File: config.mk
export PLATFORM = sky130hd
export DESIGN_NAME = sync_length_deframer_top
export DESIGN_NICKNAME = d
export VERILOG_FILES = /design/src/rtl/core/sld_pkg.sv /design/src/rtl/core/sync_length_deframer_top.sv /design/src/rtl/core/sld_cfg_regs.sv /design/src/rtl/core/sld_pipe_reg.sv /design/src/rtl/core/sld_parse.sv
export SDC_FILE = /design/constraint.sdc
export NUM_CORES = 1
export LEC_CHECK = 0
export BUFFER_PORTS_ARGS = -buffer_cell sky130_fd_sc_hd__buf_2
export CORE_ASPECT_RATIO = 1.1
export CORE_MARGIN = 3
export CORE_UTILIZATION = 38
export DETAILED_ROUTE_END_ITERATION = 8
export PLACE_DENSITY = 0.53
export SLEW_MARGIN = 20
export SYNTH_ARGS = -nofsm -noshare
export SYNTH_HDL_FRONTEND = slang
export SYNTH_SLANG_ARGS = --single-unit
File: constraint.sdc
create_clock -name i_clk -period 11.8 [get_ports i_clk]
set_clock_uncertainty 0.05 [all_clocks]
set_input_delay 0.59 -clock i_clk [delete_from_list [all_inputs] [get_ports i_clk]]
set_output_delay 0.59 -clock i_clk [all_outputs]
set_load 0.005 [all_outputs]
File: src/rtl/core/sld_pkg.sv
// Package for the sync-word / length-field deframer.
// Holds the result and configuration types, field widths, result kind codes,
// register indexes and reset values. Depends on nothing.
package sld_pkg;

    localparam int unsigned BYTE_W    = 8;
    localparam int unsigned SYNC_W    = 32;
    localparam int unsigned LEN_W     = 16;
    localparam int unsigned OVH_W     = 8;
    localparam int unsigned KIND_W    = 2;
    localparam int unsigned POS_W     = 17;
    localparam int unsigned CFG_IDX_W = 2;
    localparam int unsigned CFG_DAT_W = 32;

    // Result kinds.
    localparam logic [KIND_W-1:0] KIND_START  = 2'd0;
    localparam logic [KIND_W-1:0] KIND_BYTE   = 2'd1;
    localparam logic [KIND_W-1:0] KIND_REJECT = 2'd2;

    // Configuration register indexes.
    localparam logic [CFG_IDX_W-1:0] CFG_SYNC_WORD      = 2'd0;
    localparam logic [CFG_IDX_W-1:0] CFG_MAX_LENGTH     = 2'd1;
    localparam logic [CFG_IDX_W-1:0] CFG_OVERHEAD_BYTES = 2'd2;

    // Configuration reset values.
    localparam logic [SYNC_W-1:0] SYNC_WORD_RST      = 32'h1234_5679;
    localparam logic [LEN_W-1:0]  MAX_LENGTH_RST     = 16'd1000;
    localparam logic [OVH_W-1:0]  OVERHEAD_BYTES_RST = 8'd22;

    // Fixed frame positions: four sync bytes, then two length bytes.
    localparam logic [POS_W-1:0] POS_LEN_LOW  = 17'd4;
    localparam logic [POS_W-1:0] POS_LEN_HIGH = 17'd5;
    localparam logic [POS_W-1:0] POS_FIRST_DATA = 17'd6;

    typedef struct packed {
        logic [SYNC_W-1:0] sync_word;
        logic [LEN_W-1:0]  max_length;
        logic [OVH_W-1:0]  overhead_bytes;
    } t_cfg;

    typedef struct packed {
        logic [KIND_W-1:0] kind;
        logic [BYTE_W-1:0] data_byte;
        logic [LEN_W-1:0]  frame_length;
        logic [LEN_W-1:0]  byte_index;
        logic              last;
    } t_result;

endpackage

File: src/rtl/core/sync_length_deframer_top.sv
// Top level of the streaming sync-word / length-field deframer.
// Instantiates sld_cfg_regs, sld_pipe_reg (input and result) and sld_parse.
// Depends on sld_pkg.
//
//   Channel   Direction  Handshake                 Payload
//   rx        in         i_rx_valid / o_rx_ready   i_rx_byte
//   result    out        o_res_valid / i_res_ready o_kind, o_data_byte,
//                                                  o_frame_length, o_byte_index, o_last
//   cfg       in         i_cfg_wr_en (no wait)     i_cfg_index, i_cfg_wdata
//
// One byte is taken per cycle while the result side does not hold the parser.
// A result passes through the input register and then the result register.
// Reset is synchronous and active low; it returns the parser to the sync hunt,
// empties both registers and restores the default configuration.
// A stalled result holds the parser once its current byte gives a result of its
// own; bytes that give none still pass. The input register holds the waiting byte,
// and o_rx_ready stays low while that byte waits.
module sync_length_deframer_top (
    input  logic                          i_clk,
    input  logic                          i_rst_n,
    input  logic                          i_rx_valid,
    output logic                          o_rx_ready,
    input  logic [sld_pkg::BYTE_W-1:0]    i_rx_byte,
    output logic                          o_res_valid,
    input  logic                          i_res_ready,
    output logic [sld_pkg::KIND_W-1:0]    o_kind,
    output logic [sld_pkg::BYTE_W-1:0]    o_data_byte,
    output logic [sld_pkg::LEN_W-1:0]     o_frame_length,
    output logic [sld_pkg::LEN_W-1:0]     o_byte_index,
    output logic                          o_last,
    input  logic                          i_cfg_wr_en,
    input  logic [sld_pkg::CFG_IDX_W-1:0] i_cfg_index,
    input  logic [sld_pkg::CFG_DAT_W-1:0] i_cfg_wdata
);
    import sld_pkg::*;

    localparam int unsigned RES_W = $bits(t_result);

    t_cfg              cfg;
    logic              byte_valid;
    logic [BYTE_W-1:0] byte_q;
    logic              step_fire;
    logic              step_res_valid;
    t_result           step_res;
    logic              res_ready;
    t_result           res_q;

    sld_cfg_regs u_cfg (
        .i_clk       (i_clk),
        .i_rst_n     (i_rst_n),
        .i_cfg_wr_en (i_cfg_wr_en),
        .i_cfg_index (i_cfg_index),
        .i_cfg_wdata (i_cfg_wdata),
        .o_cfg       (cfg)
    );

    // Input register: holds the byte being worked on.
    sld_pipe_reg #(
        .WIDTH (BYTE_W)
    ) u_in_reg (
        .i_clk   (i_clk),
        .i_rst_n (i_rst_n),
        .i_valid (i_rx_valid),
        .o_ready (o_rx_ready),
        .i_data  (i_rx_byte),
        .o_valid (byte_valid),
        .i_ready (step_fire),
        .o_data  (byte_q)
    );

    // A byte is consumed when it gives no result, or when the result register
    // has room for the one it gives.
    assign step_fire = byte_valid && (!step_res_valid || res_ready);

    sld_parse u_parse (
        .i_clk       (i_clk),
        .i_rst_n     (i_rst_n),
        .i_fire      (step_fire),
        .i_byte      (byte_q),
        .i_cfg       (cfg),
        .o_res_valid (step_res_valid),
        .o_res       (step_res)
    );

    // Result register: a finished result waits here for its transaction.
    sld_pipe_reg #(
        .WIDTH (RES_W)
    ) u_out_reg (
        .i_clk   (i_clk),
        .i_rst_n (i_rst_n),
        .i_valid (byte_valid && step_res_valid),
        .o_ready (res_ready),
        .i_data  (step_res),
        .o_valid (o_res_valid),
        .i_ready (i_res_ready),
        .o_data  (res_q)
    );

    assign o_kind         = res_q.kind;
    assign o_data_byte    = res_q.data_byte;
    assign o_frame_length = res_q.frame_length;
    assign o_byte_index   = res_q.byte_index;
    assign o_last         = res_q.last;

endmodule

File: src/rtl/core/sld_cfg_regs.sv
// Configuration register file of the deframer: sync word, length limit and
// frame overhead. Depends on sld_pkg.
module sld_cfg_regs (
    input  logic                          i_clk,
    input  logic                          i_rst_n,
    input  logic                          i_cfg_wr_en,
    input  logic [sld_pkg::CFG_IDX_W-1:0] i_cfg_index,
    input  logic [sld_pkg::CFG_DAT_W-1:0] i_cfg_wdata,
    output sld_pkg::t_cfg                 o_cfg
);
    import sld_pkg::*;

    t_cfg r_cfg;

    always_ff @(posedge i_clk) begin
        if (!i_rst_n) begin
            r_cfg.sync_word      <= SYNC_WORD_RST;
            r_cfg.max_length     <= MAX_LENGTH_RST;
            r_cfg.overhead_bytes <= OVERHEAD_BYTES_RST;
        end else if (i_cfg_wr_en) begin
            unique case (i_cfg_index)
                CFG_SYNC_WORD:      r_cfg.sync_word      <= i_cfg_wdata[SYNC_W-1:0];
                CFG_MAX_LENGTH:     r_cfg.max_length     <= i_cfg_wdata[LEN_W-1:0];
                CFG_OVERHEAD_BYTES: r_cfg.overhead_bytes <= i_cfg_wdata[OVH_W-1:0];
                default: ;
            endcase
        end
    end

    assign o_cfg = r_cfg;

endmodule

File: src/rtl/core/sld_pipe_reg.sv
// One-entry valid/ready pipeline register, used for the input byte and for
// the result. Depends on sld_pkg for the default width.
module sld_pipe_reg #(
    parameter int unsigned WIDTH = sld_pkg::BYTE_W
) (
    input  logic             i_clk,
    input  logic             i_rst_n,
    input  logic             i_valid,
    output logic             o_ready,
    input  logic [WIDTH-1:0] i_data,
    output logic             o_valid,
    input  logic             i_ready,
    output logic [WIDTH-1:0] o_data
);
    import sld_pkg::*;

    logic             r_valid;
    logic [WIDTH-1:0] r_data;

    // The entry can be refilled in the same cycle in which it drains.
    assign o_ready = !r_valid || i_ready;

    always_ff @(posedge i_clk) begin
        if (!i_rst_n) begin
            r_valid <= 1'b0;
        end else if (i_valid && o_ready) begin
            r_valid <= 1'b1;
        end else if (i_ready) begin
            r_valid <= 1'b0;
        end
    end

    always_ff @(posedge i_clk) begin
        if (i_valid && o_ready) begin
            r_data <= i_data;
        end
    end

    assign o_valid = r_valid;
    assign o_data  = r_data;

endmodule

File: src/rtl/core/sld_parse.sv
// Frame parser of the deframer: sync hunt, length capture and data counting.
// Computes the result of one byte and updates the frame state when told to.
// Depends on sld_pkg.
module sld_parse (
    input  logic                       i_clk,
    input  logic                       i_rst_n,
    input  logic                       i_fire,
    input  logic [sld_pkg::BYTE_W-1:0] i_byte,
    input  sld_pkg::t_cfg              i_cfg,
    output logic                       o_res_valid,
    output sld_pkg::t_result           o_res
);
    import sld_pkg::*;

    typedef enum logic [1:0] {
        PH_HUNT = 2'd0,
        PH_LEN  = 2'd1,
        PH_DATA = 2'd2
    } t_phase;

    t_phase             r_phase, n_phase;
    logic [POS_W-1:0]   r_position, n_position;
    logic [BYTE_W-1:0]  r_length_low, n_length_low;
    logic [POS_W-1:0]   r_frame_total, n_frame_total;

    logic [1:0]         hunt_pos;
    logic [BYTE_W-1:0]  want;
    logic [LEN_W-1:0]   len;
    logic [POS_W-1:0]   total;
    logic               fin;

    always_comb begin
        // Hunting restarts from the first sync byte if the count is out of range
        // or the phase code is the unused one.
        hunt_pos = (r_phase != PH_HUNT || r_position > 17'd3) ? 2'd0 : r_position[1:0];
        case (hunt_pos)
            2'd0:    want = i_cfg.sync_word[31:24];
            2'd1:    want = i_cfg.sync_word[23:16];
            2'd2:    want = i_cfg.sync_word[15:8];
            default: want = i_cfg.sync_word[7:0];
        endcase
        len   = {i_byte, r_length_low};
        total = {1'b0, len} + {{(POS_W-OVH_W){1'b0}}, i_cfg.overhead_bytes};
        fin   = ({1'b0, r_position} + 18'd1) >= {1'b0, r_frame_total};
    end

    always_comb begin
        n_phase       = r_phase;
        n_position    = r_position;
        n_length_low  = r_length_low;
        n_frame_total = r_frame_total;
        o_res_valid   = 1'b0;
        o_res         = '0;
        unique case (r_phase)
            PH_LEN: begin
                if (r_position == POS_LEN_LOW) begin
                    n_length_low = i_byte;
                    n_position   = POS_LEN_HIGH;
                end else begin
                    o_res_valid        = 1'b1;
                    o_res.frame_length = len;
                    o_res.byte_index   = POS_LEN_HIGH[LEN_W-1:0];
                    if (len > i_cfg.max_length) begin
                        o_res.kind = KIND_REJECT;
                        n_phase    = PH_HUNT;
                        n_position = '0;
                    end else begin
                        o_res.kind    = KIND_START;
                        n_frame_total = total;
                        n_phase       = PH_DATA;
                        n_position    = POS_FIRST_DATA;
                    end
                end
            end
            PH_DATA: begin
                o_res_valid      = 1'b1;
                o_res.kind       = KIND_BYTE;
                o_res.data_byte  = i_byte;
                o_res.byte_index = r_position[LEN_W-1:0];
                o_res.last       = fin;
                if (fin) begin
                    n_phase    = PH_HUNT;
                    n_position = '0;
                end else begin
                    n_position = r_position + 17'd1;
                end
            end
            default: begin
                // Hunting; the unused phase code behaves the same way.
                n_phase = PH_HUNT;
                if (i_byte == want) begin
                    n_position = {{(POS_W-3){1'b0}}, {1'b0, hunt_pos} + 3'd1};
                    if (hunt_pos == 2'd3) begin
                        n_phase = PH_LEN;
                    end
                end else begin
                    n_position = '0;
                end
            end
        endcase
    end

    always_ff @(posedge i_clk) begin
        if (!i_rst_n) begin
            r_phase       <= PH_HUNT;
            r_position    <= '0;
            r_length_low  <= '0;
            r_frame_total <= '0;
        end else if (i_fire) begin
            r_phase       <= n_phase;
            r_position    <= n_position;
            r_length_low  <= n_length_low;
            r_frame_total <= n_frame_total;
        end
    end

endmodule
After elaboration in Yosys (flattened, before gate mapping)

Index checks and enable logic that the tools add are counted.

$add $sub $neg: 4
Order comparisons: 3
Eq/ne operators: 11
Multiplexer cells: 24
Bitwise gates (word level): 3
Reductions and logical operators: 23

Operators by type and width:

| operator              | count |
|---|---|
| $pmux 17 s2           | 1 |
| $pmux 16 s2           | 1 |
| $pmux 8 s3            | 1 |
| $add 17x1->18 const B | 1 |
| $ge 18x17->1          | 1 |
| $add 16x8->17         | 1 |
| $add 17x1->17 const B | 1 |
| $eq 17x3->1 const B   | 1 |
| $gt 17x2->1 const B   | 1 |
| $mux 17               | 1 |
| $gt 16x16->1          | 1 |
| $mux 2                | 7 |
| $mux 3                | 4 |
| $eq 2x2->1 const B    | 4 |
| $eq 8x8->1            | 1 |
| $pmux 2 s2            | 2 |
| $eq 2x1->1 const B    | 3 |
| $mux 1                | 6 |
| $reduce_and 2->1      | 3 |
| $reduce_and 3->1      | 2 |
| $reduce_bool 2->1     | 3 |
| $logic_and 1x1->1     | 4 |
| $logic_not 2->1       | 2 |
| $logic_or 1x1->1      | 4 |
| 8 further kinds       | 12 |

Bits in registers: 153
Input port bits: 47

Depth between registers and ports, before layout

Gate-level depths: netlist (run 1).

Depth in word-level cells: 9
Gate-level depth with buffers: 16

Modules after synthesis

From an unflattened synthesis (run 1), not the netlist that was laid out.

Cells, all modules: 828
Area, all modules: 8200.4 µm²

By module, submodules not included:

| module                   | instances | cells each | area an instance (µm²) | sequential area each (µm²) |
|---|---|---|---|---|
| sld_parse                | 1         | 528        | 4220.3                 | 880.8 |
| sld_cfg_regs             | 1         | 236        | 2316.0                 | 1121.1 |
| sld_pipe_reg (u_out_reg) | 1         | 48         | 1348.8                 | 1311.3 |
| sld_pipe_reg (u_in_reg)  | 1         | 13         | 297.8                  | 260.2 |
| sync_length_deframer_top | 1         | 3          | 17.5                   | 0.0 |

Worst setup path after synthesis (run 1)

No wires, ideal clock.

Path type: reg2reg
Start point: register u_parse.r_position[0]
End point: register u_out_reg.r_data[0], in the netlist u_out_reg.o_data[0] (enable)
Data arrival time: 3216 ps
Required time: 11306 ps
Slack: 8090 ps
Cell stages (with the launch flop): 8
Period minus slack after synthesis: 3710 ps
Cells stage by stage: dfxtp_1 > inv_1 > ha_1 > nor4bb_1 > and4_4 > nor2b_1 > o211ai_1 > nor2_1

Cells in the longest elaborated chain, start to end: 5

RTL lines:

| what                     | RTL line                       | RTL |
|---|---|---|
| start: declaration       | sld_parse.sv:22                | `logic [POS_W-1:0] r_position, n_position;` |
| start signal: assignment | sld_parse.sv:111               | `r_position <= n_position;` |
| $eq 17x3->1              | sld_parse.sv:56                | `if (r_position == POS_LEN_LOW) begin` |
| $mux 1                   | sld_parse.sv:56                |  |
| $pmux 1 s2               | sld_parse.sv:54                | `unique case (r_phase)` |
| $logic_and 1x1->1        | sync_length_deframer_top.sv:91 | `.i_valid (byte_valid && step_res_valid),` |
| $logic_and 1x1->1        | sld_pipe_reg.sv:34             | `if (i_valid && o_ready) begin` |
| end signal: assignment   | sld_pipe_reg.sv:35             | `r_data <= i_data;` |
| end: declaration         | sld_pipe_reg.sv:18             | `logic [WIDTH-1:0] r_data;` |

No other way between the ends.
A chain may end at the register's enable or synchronous reset.

Worst setup path after layout (run 1)

Start point: register u_parse.r_position[1]
End point: register u_parse.r_phase[1]

Cells in the longest elaborated chain, start to end: 7

RTL lines:

| what                                                  | RTL line         | RTL |
|---|---|---|
| branches (longest 6 deep; another with $add 17x1->18) | --               |  |
| $reduce_and 3->1 (no line) *                          | --               |  |
| end signal: assignment                                | sld_parse.sv:110 | `r_phase <= n_phase;` |
| end: declaration                                      | sld_parse.sv:21  | `t_phase r_phase, n_phase;` |

Every way passes the cells marked *.

==> reports/results.txt, run 1 <==
The logs give 7800 um2 for the netlist area before placement and 0 for the overall overflow remaining after global route. The logs give 4 for the level count of the clock H-tree and 0 for the hold buffer count at CTS. The layout overhead on the synthesized area is 15.2%, and the initial cell density of the core is 39.0%. In the final timing run, aggregate negative setup slack is 0 ps. The count of standard-cell rows was 54. In this run the power density over the cells is 129 nW/um2. After the first detailed-routing iteration, the DRC count stood at 300. The worst setup path is captured at a register. Fraction of layout instances using a drive strength above 1: 16.1%.

The run gives 5,977 as the vias after detailed routing. After detailed routing, the number of remaining DRC violations is 0. In this run the horizontal extent of the chip is 143 um. Counting every instance in the synthesized netlist gives 821. The logs give 1160 uW for the total chip power and 2 for the maximum root-to-sink buffer count. The tools report the number of buffers inserted to repair setup after CTS as 0. Number of top-level pins: 92. The relative slew slack was 40.0%. The post-CTS clock slew at the launch and capture registers of the worst setup and hold paths is 60 ps, and the end-of-flow core utilization is 44.9%.

In the synthesized netlist the async set-or-reset flop fraction comes to 0%. The number of buffers added on ports was 91; the final setup violation count was 0. The master cell of the clock root buffer was sky130_fd_sc_hd__clkbuf_16. In the routed layout, each cell is associated on average with a via count of 5.18. TritonCTS built the clock tree. Number of flops mapped to enable cells by yosys: 51. The min-delay analysis places its worst path in the category in2reg. In the finished design, the share of the clock period the worst path needs comes to 33.1%. The die covers 22,300 um2. For the number of hold violations in the final report, the log shows 0.

The static power due to leakage was 0.00346 uW. The region available for standard cell placement spans 20,000 um2. In the final design database the tool counted 988 nets. The kind of critical path is reg2reg.

Measured in cells, the most critical reg-to-reg path has a length of 14. The worst-path maximum fanout came out at 11. Number of antenna violations at the first check in global routing: 0.

The count of unique library cells instantiated by Yosys was 70. For the pin with the worst max-slew slack, the measured transition is 900 ps. Across every metal layer, demand over resource in global routing totals 18.1%. For the number of buffers added by the clock tree synthesis step, the log shows 17.

Setup repair after global routing left no endpoint under its margin. The final weighted congestion in routability-driven placement was 0.805; the clock latency reported for the late side of the worst-skew pair was 430 ps. For this block, the routed nets add up to 19.5 mm of wire. The detail route stage leaves a number of antenna-violating nets equal to 0.

Entering global routing, the biggest net connects 63 pins. The number of max-cap violations came out at 0. The required time of the worst setup path is 12,090 ps. In this run the mean area of a mapped cell was 9.50 um2. VDD sags by at most 0.0000987 V. The data arrival time of the critical path is 4200 ps, and the sequential cell area fraction in the yosys report is 45.8%. For this run, the top clock speed supported by timing is 256 MHz. For the number of clock sinks, the log shows 153. The shortest clock period the worst path allows after layout came out at 3910 ps. In this run, post-CTS repair resized a total of 0 instances. The net count after synthesis is 920, and the register bit count reported by yosys is 153. The via count of the first global-routing pass is 5,967, and the antenna diode count is 0.

The wire-length estimate of the detail-placed layout is 13.7 mm. The instance count along the most critical hold path came out at 1. The first-pass GRT wire length is 31.8 mm. The average wire per standard cell works out to 16.9 um. STA classifies the critical path startpoint as a register.

The flow ran to the end, and the final reports show no timing, DRC or antenna violations. Before antenna repair, the detailed router went through 8 iterations. The final count of pins violating max slew is 0, and the filler cell count in the final layout is 1,967. Vertical die dimension: 156 um.

During synthesis, Yosys emitted a total of 0 warnings. Most frequently used flop master after synthesis: sky130_fd_sc_hd__dfxtp_1.
==> sequential cells by signal (all words and copies together), names as in the netlist <==
| name | count |
|---|---|
| u_parse.r_phase | 2 |
| u_out_reg.o_valid | 1 |
| u_parse.r_position | 17 |
| u_parse.r_length_low | 8 |
| u_in_reg.o_valid | 1 |
| u_out_reg.o_data | 43 |
| u_parse.r_frame_total | 17 |
| u_cfg.o_cfg | 56 |
| u_in_reg.o_data | 8 |
==> cells in the final DEF (no fill, tap or decap), drive strengths merged, types with 8 or more instances in the layout <==
cell type  netlist  layout
nand2          129     129
dfxtp          102     102
buf             11      95
inv             57      60
a21oi           57      57
ha              51      51
edfxtp          51      51
nor2            43      43
and2            40      40
nand3           32      32
mux2i           28      28
xnor2           25      25
clkbuf          35      17
nand4           15      15
o21ai           15      15
o211ai          14      14
xor2            11      11
a211oi           9       9
clkinv           0       9
a222oi           8       8
==> power breakdown <==
group	switching, uW	leakage [uW]	internal (uW)
combinational	37.9	0.00194	24.3
sequential	10.4	0.00124	551
clock	227	0.000280	312
total	275	0.00346	887
==> area by class of cell <==
type	count	area, um2	share of cell area, %
Clock inverter	15	151	1.69
Timing Repair Buffer	95	485	5.40
Tap cell	252	315	3.51
Multi-Input combinational cell	565	3820	42.5
Clock buffer	17	425	4.74
Sequential cell	153	3570	39.8
Inverter	57	214	2.38
==> worst paths after layout <==
| path | from | end | slack (ps) |
|---|---|---|---|
| max | u_parse.r_position[1] | u_parse.r_phase[1] | 7890 |
| min | i_rx_byte[0] | u_in_reg.o_data[0] | 280 |
| max reg2reg | u_parse.r_position[1] | u_parse.r_phase[1] | 7890 |
| min reg2reg | u_cfg.o_cfg[35] | u_cfg.o_cfg[35] | 400 |
==> through the flow <==
step	instances	area, um2	setup WS [ps]	hold slack (ps)
finish	1154	8980	7890	282
CTS	1154	8980	7900	268
floorplan	821	7800	8090	386
detailed placement	1122	8410	7930	396
global route	1154	8980	7450	270
global placement	1122	8410	8090	391
==> worst max-delay path, stage by stage, from the launching register on <==
cell	delay [ps]
sky130_fd_sc_hd__dfxtp_1	500
sky130_fd_sc_hd__ha_1	360
sky130_fd_sc_hd__nand4_1	190
sky130_fd_sc_hd__nor2_1	200
sky130_fd_sc_hd__and3_1	280
sky130_fd_sc_hd__nand3_1	120
sky130_fd_sc_hd__xnor2_1	170
sky130_fd_sc_hd__ha_1	320
sky130_fd_sc_hd__nand4_1	130
sky130_fd_sc_hd__nor4_1	250
sky130_fd_sc_hd__o21ai_0	110
sky130_fd_sc_hd__o211a_1	270
sky130_fd_sc_hd__and3_4	290
sky130_fd_sc_hd__or4b_1	500
sky130_fd_sc_hd__o31ai_1	70
==> synth_stat cells, drive strengths merged, types with 4 or more instances <==
library cell	number	share of area, %
nand2	129	6.3
dfxtp	102	26
a21oi	57	3.7
inv	57	2.7
edfxtp	51	20
ha	51	8.2
nor2	43	2.2
and2	40	3.2
clkbuf	35	1.7
nand3	32	2.1
mux2i	28	3.6
xnor2	25	2.8
nand4	15	1.3
o21ai	15	0.96
o211ai	14	1.3
buf	11	0.96
xor2	11	1.2
a211oi	9	0.87
a222oi	8	1.0
a21o	7	0.67
a32o	7	0.90
and4	7	0.82
nor2b	7	0.56
nor3	6	0.39
nor4	6	1.1
and3	5	0.47
a2111oi	4	0.45
==> layer usage <==
metal,global-route usage [%],vias to the layer above,wire length (um)
met5,0,-,0
met4,5.07,0,258
met3,3.73,20,850
met2,30.1,145,9370
met1,23.9,2790,8980
li1,-,3022,-
==> kinds of logic after synthesis <==
group / share of synthesized area, %
fa+ha+maj: 8.44
mux: 3.59
xor+xnor: 4.04
buf+inv: 5.39
simple gates: 20.2
flops: 45.8
compound gates: 12.5
(Power assumes the default switching activity.)
==> run 2, diff against run 1 <==
Settings changed: PLACE_DENSITY 0.53 to 0.55.
Clock period 11.8 ns to 3.34 ns, I/O delays scaled along.
==> run 2 against run 1 <==
Effect of this change: power rose to 3.6 times the previous value; setup slack worse by 7700 ps; wire length increased by 4.0%; maximum frequency up 23%; sequential cell count unchanged; critical endpoint is now u_parse.r_position[0]; largest cell class unchanged; largest power group unchanged.
==> reports/results.txt, run 2 (synthesized netlist as in run 1, its figures left out) <==
The flow ran to the end, and the final reports show no timing, DRC or antenna violations. The power per unit of standard cell area is 424 nW/um2 (was 129 nW/um2). The tools report the vias after detailed routing as 6,275 (was 5,977). The tools report the total number of nets in the final design as 1,062 (was 988).

Number of top-level pins: 92 (unchanged). The run gives 5 (was 8) as the number of detailed-routing iterations run before antenna repair. Commonest non-fill, non-tap cells in the layout: sky130_fd_sc_hd__nand2_1, sky130_fd_sc_hd__dfxtp_1, sky130_fd_sc_hd__buf_2 (unchanged). The worst-path maximum fanout was 8 (was 11); the antenna diode count was 0 (unchanged).

Post-CTS clock slew at the launch and capture registers of the worst setup and hold paths: 60 ps (about the same). The number of buffers added on ports works out to 91 (unchanged). The run gives 314 MHz (was 256 MHz) as the maximum achievable frequency. The endpoint of the worst-slack reg-to-reg timing path was u_parse.r_position[0] (was u_parse.r_phase[1]).

The instance count along the most critical hold path came out at 3 (was 1). The reg-to-reg startpoint is u_parse.r_position[16] (was u_parse.r_position[1]). The run gives 0 (unchanged) as the number of antenna violations at the first check in global routing.

The tools report the worst hold endpoint as u_cfg.o_cfg[6] (was u_in_reg.o_data[0]). The first-pass GRT wire length was 32.7 mm (was 31.8 mm); the overall overflow remaining after global route was 0 (unchanged). The layout overhead on the synthesized area was 25.0% (was 15.2%). Total routing resource utilization after global routing: 18.7% (was 18.1%). The master cell of the clock root buffer is sky130_fd_sc_hd__clkbuf_16 (unchanged). The count of standard-cell rows was 54 (unchanged).

The endpoint class of the critical path is a register (unchanged). The tools report the placeable core area as 20,000 um2 (unchanged). Startpoint class of the critical path: a register (unchanged).

The tools report the clock latency reported for the late side of the worst-skew pair as 420 ps (was 430 ps). The static power due to leakage was 0.00379 uW (was 0.00346 uW); the number of clock sinks was 153 (unchanged). The logs give 44 (was 63) for the pin count of the biggest net entering global routing and 50.6% (was 40.0%) for the relative slew slack. The data arrival time of the critical path came out at 3440 ps (was 4200 ps). The logs give 14.1 mm (was 13.7 mm) for the final HPWL from detailed placement and 4130 uW (was 1160 uW) for the total chip power. The final worst-path cycle share was 95.2% (was 33.1%); the required time of the worst setup path was 3590 ps (was 12,090 ps). Kind of critical path: reg2reg (unchanged). The tools report the number of cells in the finished layout apart from fillers as 1,228 (was 1,154).

The number of hold violations in the final report is 0 (unchanged), and the DRC violation count after routing is 0 (unchanged). The total negative slack for setup checks was 0 ps (unchanged); the area of all placed cells without fillers was 9750 um2 (was 8980 um2). The worst hold slack across all endpoints came out at 10.8 ps (was 282 ps). The worst min-delay path category was in2reg (unchanged). The worst-case register-to-register setup slack is 160 ps (was 7890 ps).

The final count of pins violating max slew was 0 (unchanged); the average via count per standard cell was 5.11 (was 5.18). The transition time of the tightest slew-check pin came out at 740 ps (was 900 ps). The number of cells traversed by the worst register-to-register path works out to 12 (was 14). Die extent in x: 143 um (unchanged).

For the final wirelength, the log shows 20.2 mm (was 19.5 mm). The flip-flop count of the largest register, all copies and words added is 56 (unchanged). The final setup violation count was 0 (unchanged). The run gives 17 (unchanged) as the number of buffers added by the clock tree synthesis step.

TritonCTS built the clock tree. The run gives 0.000350 V (was 0.0000987 V) as the peak supply drop. The standard cell area after detailed placement is 8660 um2 (was 8410 um2).

The tools report the source of the worst hold timing path as i_cfg_wdata[6] (was i_rx_byte[0]). The cell count after placement is 1,154 (was 1,122), and the via count of the first global-routing pass is 6,210 (was 5,967). Most common cell after layout, fill and taps aside: sky130_fd_sc_hd__nand2_1 (unchanged). The fraction of layout instances using a drive strength above 1 came out at 20.3% (was 16.1%). The run gives 39.0% (unchanged) as the initial cell density of the core. The final weighted congestion in routability-driven placement was 0.841 (was 0.805). The number of antenna-violating nets in the routed design is 0 (unchanged), and the maximum root-to-sink buffer count is 2 (unchanged). The vertical die dimension is 156 um (unchanged), and the die outline area is 22,300 um2 (unchanged). The violation count after the first detailed-route iteration is 409 (was 300), and the number of max-cap violations is 0 (unchanged).

The average wire per standard cell is 16.5 um (was 16.9 um). The shortest clock period the worst path allows after layout came out at 3180 ps (was 3910 ps). The level count of the clock H-tree is 4 (unchanged).
==> run 2: worst max-delay path by stage <==
stage	from	end	slack, ps	depth (start not counted)
floorplan	u_parse.r_position[0]	u_parse.r_phase[1]	160	14
global placement	u_parse.r_position[11]	u_parse.r_position[0]	70	12
detailed placement	u_parse.r_position[11]	u_parse.r_position[0]	20	12
CTS	u_parse.r_position[7]	u_parse.r_position[0]	9	12
global route	u_parse.r_position[15]	u_parse.r_position[0]	-10	12
finish	u_parse.r_position[16]	u_parse.r_position[0]	160	12
==> run 2: layer usage <==
layer | vias up | GRT usage [%] | routed length, um
li1 | 3170 | - | -
met1 | 2948 | 24.8 | 9350
met2 | 139 | 31.3 | 9800
met3 | 18 | 3.45 | 811
met4 | 0 | 4.98 | 273
met5 | - | 0 | 0
==> run 2: power by group <==
group          total (uW)  switching (uW)  internal, uW
Clock                1870             771          1100
Sequential           1960            18.3          1950
Combinational         297             165           132
Total                4130             955          3180
==> run 2: worst max-delay path, stage by stage (launching register included) <==
cell                        delay [ps]
sky130_fd_sc_hd__dfxtp_1           370
sky130_fd_sc_hd__nor4_2            340
sky130_fd_sc_hd__and4_4            290
sky130_fd_sc_hd__o311a_4           210
sky130_fd_sc_hd__nand2_2           110
sky130_fd_sc_hd__ha_4              220
sky130_fd_sc_hd__a222oi_1          380
sky130_fd_sc_hd__mux2i_1           150
sky130_fd_sc_hd__xnor2_1           160
sky130_fd_sc_hd__nand4_1           180
sky130_fd_sc_hd__nor2_1            190
sky130_fd_sc_hd__a211oi_1           90
sky130_fd_sc_hd__a2111oi_0         340
==> run 2: repair_timing <==
action,in CTS,in global routing
cloned,0,0
resized for setup,1,27
hold buffers,40,0
endpoints found under the hold margin,59,0
endpoints found under the setup margin,1,13
buffers inserted,0,2
pin swaps,1,14
==> run 2: cell type report <==
type                    instances  area (um2)
clock buffers                  21         440
fillers                      1908       10200
clock inverters                11         124
repair buffers                169        1150
well taps                     252         315
flip-flops and latches        153        3580
multi-input cells             565        3920
inverters                      57         214
==> run 2: metrics by stage <==
stage,setup WS [ps],utilization (%)
final,159,48.7
after global routing,-14.2,48.7
after CTS,9.29,48.2
after detailed placement,21.2,43.3
after global placement,71.3,43.3
after floorplan,159,-
==> run 3, diff against run 2 <==
Settings changed: CTS_BUF_LIST set to sky130_fd_sc_hd__clkbuf_8.
==> run 3 against run 2 <==
Effect of this change: wire length fell by 0.39%; first-iteration DRC count fell by 8.3%; via count fell by 0.22%; hold slack improved by 89 ps; critical path depth did not move; setup slack got worse by 13 ps; sequential power barely moved; utilization fell by 0.85 points.
==> reports/results.txt, run 3 (synthesized netlist as in run 1, its figures left out) <==
The final weighted congestion in routability-driven placement is 0.841 (unchanged), and the number of clock sinks is 153 (unchanged). Relative slew slack: 50.4% (was 50.6%). The switching power is 895 uW (was 955 uW), and the buffer and inverter count on the worst path is 0 (unchanged). Fraction of layout instances using a drive strength above 1: 20.5% (was 20.3%). For the number of top-level pins, the log shows 92 (unchanged). Kind of critical path: reg2reg (unchanged). The post-CTS clock slew at the launch and capture registers of the worst setup and hold paths was 80 ps (was 60 ps).

The shortest clock period the worst path allows after layout was 3190 ps (was 3180 ps); the number of antenna violations at the first check in global routing was 0 (unchanged). The die extent in x works out to 143 um (unchanged). The tools report the source of the critical timing path as u_parse.r_position[9] (was u_parse.r_position[16]). The largest stage delay on the critical path was 430 ps (was 380 ps). The final count of pins violating max slew was 0 (unchanged).

The transition time of the tightest slew-check pin is 743 ps (was 740 ps), and the static power due to leakage is 0.00373 uW (was 0.00379 uW). The violation count after the first detailed-route iteration was 375 (was 409). The logs give 47.9% (was 48.7%) for the end-of-flow core utilization and 0 (unchanged) for the number of max-cap violations.

The final worst-path cycle share is 95.6% (was 95.2%), and the antenna diode count is 0 (unchanged). The tools report the master cell of the clock root buffer as sky130_fd_sc_hd__clkbuf_8 (was sky130_fd_sc_hd__clkbuf_16). Cell count after placement: 1,154 (unchanged).

The portion of total power attributed to combinational logic was 8.2% (was 7.2%). The standard cell with the maximum stage delay on the critical path is sky130_fd_sc_hd__a222oi_1 (unchanged). The maximum root-to-sink buffer count was 2 (unchanged); the DRC violation count after routing was 0 (unchanged). The layout overhead on the synthesized area was 22.8% (was 25.0%).

The power per unit of standard cell area is 378 nW/um2 (was 424 nW/um2), and the switching share of power is 24.7% (was 23.1%). The final HPWL from detailed placement is 14.1 mm (unchanged). The setup slack after placement was 21.2 ps (unchanged). The flip-flop count of the largest register, all copies and words added was 56 (unchanged); the placeable core area was 20,000 um2 (unchanged). The run gives 313 MHz (was 314 MHz) as the maximum achievable frequency.

Family with the most delay on the worst path: compound AO/OA/AOI/OAI gates (was simple AND/OR/NAND/NOR gates). The logs give 32.6 mm (was 32.7 mm) for the first-pass GRT wire length and 146 ps (was 159 ps) for the setup slack after layout. TritonCTS built the clock tree.

The clock latency reported for the late side of the worst-skew pair came out at 460 ps (was 420 ps). The final wirelength was 20.2 mm (about the same); the number of buffers added on ports was 91 (unchanged). The average wire per standard cell is 16.4 um (was 16.5 um), and the vias after detailed routing is 6,261 (was 6,275). The pin count of the biggest net entering global routing is 44 (unchanged). Commonest non-fill, non-tap cells in the layout: sky130_fd_sc_hd__nand2_1, sky130_fd_sc_hd__dfxtp_1, sky130_fd_sc_hd__buf_2 (unchanged). The via count of the first global-routing pass was 6,242 (was 6,210). For the proportion of power drawn by flip-flops and latches, the log shows 54.1% (was 47.5%).

The die outline area was 22,300 um2 (unchanged); the total number of nets in the final design was 1,063 (was 1,062). The tools report the total routing resource utilization after global routing as 18.6% (was 18.7%). The tools report the source of the worst hold timing path as i_res_ready (was i_cfg_wdata[6]). The final setup violation count is 0 (unchanged), and the number of cells in the finished layout apart from fillers is 1,229 (was 1,228). Number of detailed-routing iterations run before antenna repair: 7 (was 5).

The average via count per standard cell was 5.09 (was 5.11). The required time of the worst setup path was 3620 ps (was 3590 ps). Endpoint class of the critical path: a register (unchanged).

The run gives 37.6% (was 45.3%) as the clock network power share. For the number of hold violations in the final report, the log shows 0 (unchanged). The worst min-delay path category is in2reg (unchanged).

The reg-to-reg startpoint is u_parse.r_position[9] (was u_parse.r_position[16]). Cell-by-cell listing of the critical path: nor4_4 > and4_4 > o311a_4 > nand2_2 > ha_4 > a222oi_1 > mux2i_1 > xnor2_1 > nand4_1 > nor2_1 > a211oi_1 > a2111oi_0 (was nor4_2 > and4_4 > o311a_4 > nand2_2 > ha_4 > a222oi_1 > mux2i_1 > xnor2_1 > nand4_1 > nor2_1 > a211oi_1 > a2111oi_0). Total negative slack for setup checks: 0 ps (unchanged).

The peak supply drop is 0.000231 V (was 0.000350 V). The data arrival time of the critical path came out at 3470 ps (was 3440 ps). The level count of the clock H-tree came out at 4 (unchanged). Most common cell after layout, fill and taps aside: sky130_fd_sc_hd__nand2_1 (unchanged). The run finished with clean final reports.

The tools report the number of buffers added by the clock tree synthesis step as 17 (unchanged). The tools report the startpoint class of the critical path as a register (unchanged). The worst-path maximum fanout is 8 (unchanged), and the count of standard-cell rows is 54 (unchanged).

The cell-internal power came out at 2730 uW (was 3180 uW). Vertical die dimension: 156 um (unchanged). The run gives 0 (unchanged) as the overall overflow remaining after global route.

The number of antenna-violating nets in the routed design came out at 0 (unchanged). The initial cell density of the core came out at 39.0% (unchanged).
==> run 3: cell types whose count changed in the layout (fill, tap and decap cells not counted), sizes merged <==
cell         previous run  this run
inv                    58        62
clkbuf                 21        17
dlygate4sd3            40        41
==> run 3: power groups by stage <==
stage | sequential, uW | combinational, uW | clock (uW)
detailed placement | 2010 | 254 | 0
CTS | 1960 | 292 | 1400
global placement | 2010 | 253 | 0
finish | 1960 | 298 | 1360
global route | 1970 | 332 | 1490
floorplan | 2000 | 150 | 0
==> run 3: worst register-to-register path: cells and delay by family (launching register included) <==
kind                       cells  cell delay (ps)
DFF                            1              380
adders and majority gates      1              220
and+or+nand+nor                5             1010
xor gates and xnor gates       1              170
muxes                          1              160
AOI/OAI and AO/OA              4             1090
==> run 3: cell type report <==
cell class / count / area, um2
Clock buffer: 17 / 234
Clock inverter: 15 / 139
Fill cell: 1919 / 10400
Inverter: 57 / 214
Multi-Input combinational cell: 565 / 3930
Sequential cell: 153 / 3580
Tap cell: 252 / 315
Timing Repair Buffer: 170 / 1160
==> run 3: timing repair <==
| action | 4_1_cts | 5_1_grt |
|---|---|---|
| pin swaps | 1 | 14 |
| setup endpoints to repair | 1 | 13 |
| hold buffers | 41 | 0 |
| resized for setup | 1 | 30 |
| buffers inserted | 0 | 2 |
| endpoints found under the hold margin | 65 | 0 |
==> run 3: final timing paths <==
| path | end | slack, ps | cells past startpoint |
|---|---|---|---|
| worst max-delay path | u_parse.r_position[0] | 150 | 12 |
| worst min-delay path | u_out_reg.o_valid | 100 | 3 |
| worst max register to register | u_parse.r_position[0] | 150 | 12 |
| worst min register to register | u_cfg.o_cfg[9] | 410 | 2 |
==> run 3: stage by stage <==
stage | total power (uW) | hold WS (ps) | instance area [um2]
after global placement | 2260 | 294 | 8660
after floorplan | 2150 | 216 | 7800
after CTS | 3650 | 88.1 | 9450
after detailed placement | 2260 | 296 | 8660
after global routing | 3790 | 120 | 9580
final | 3620 | 100 | 9580
==> run 3: per-layer routing <==
metal,share of wire [%],up-vias,track usage [%]
met5,0,-,0
met4,1.3,0,4.71
met3,4.1,17,3.64
met2,48,153,31.4
met1,46,2926,24.5
li1,-,3165,-
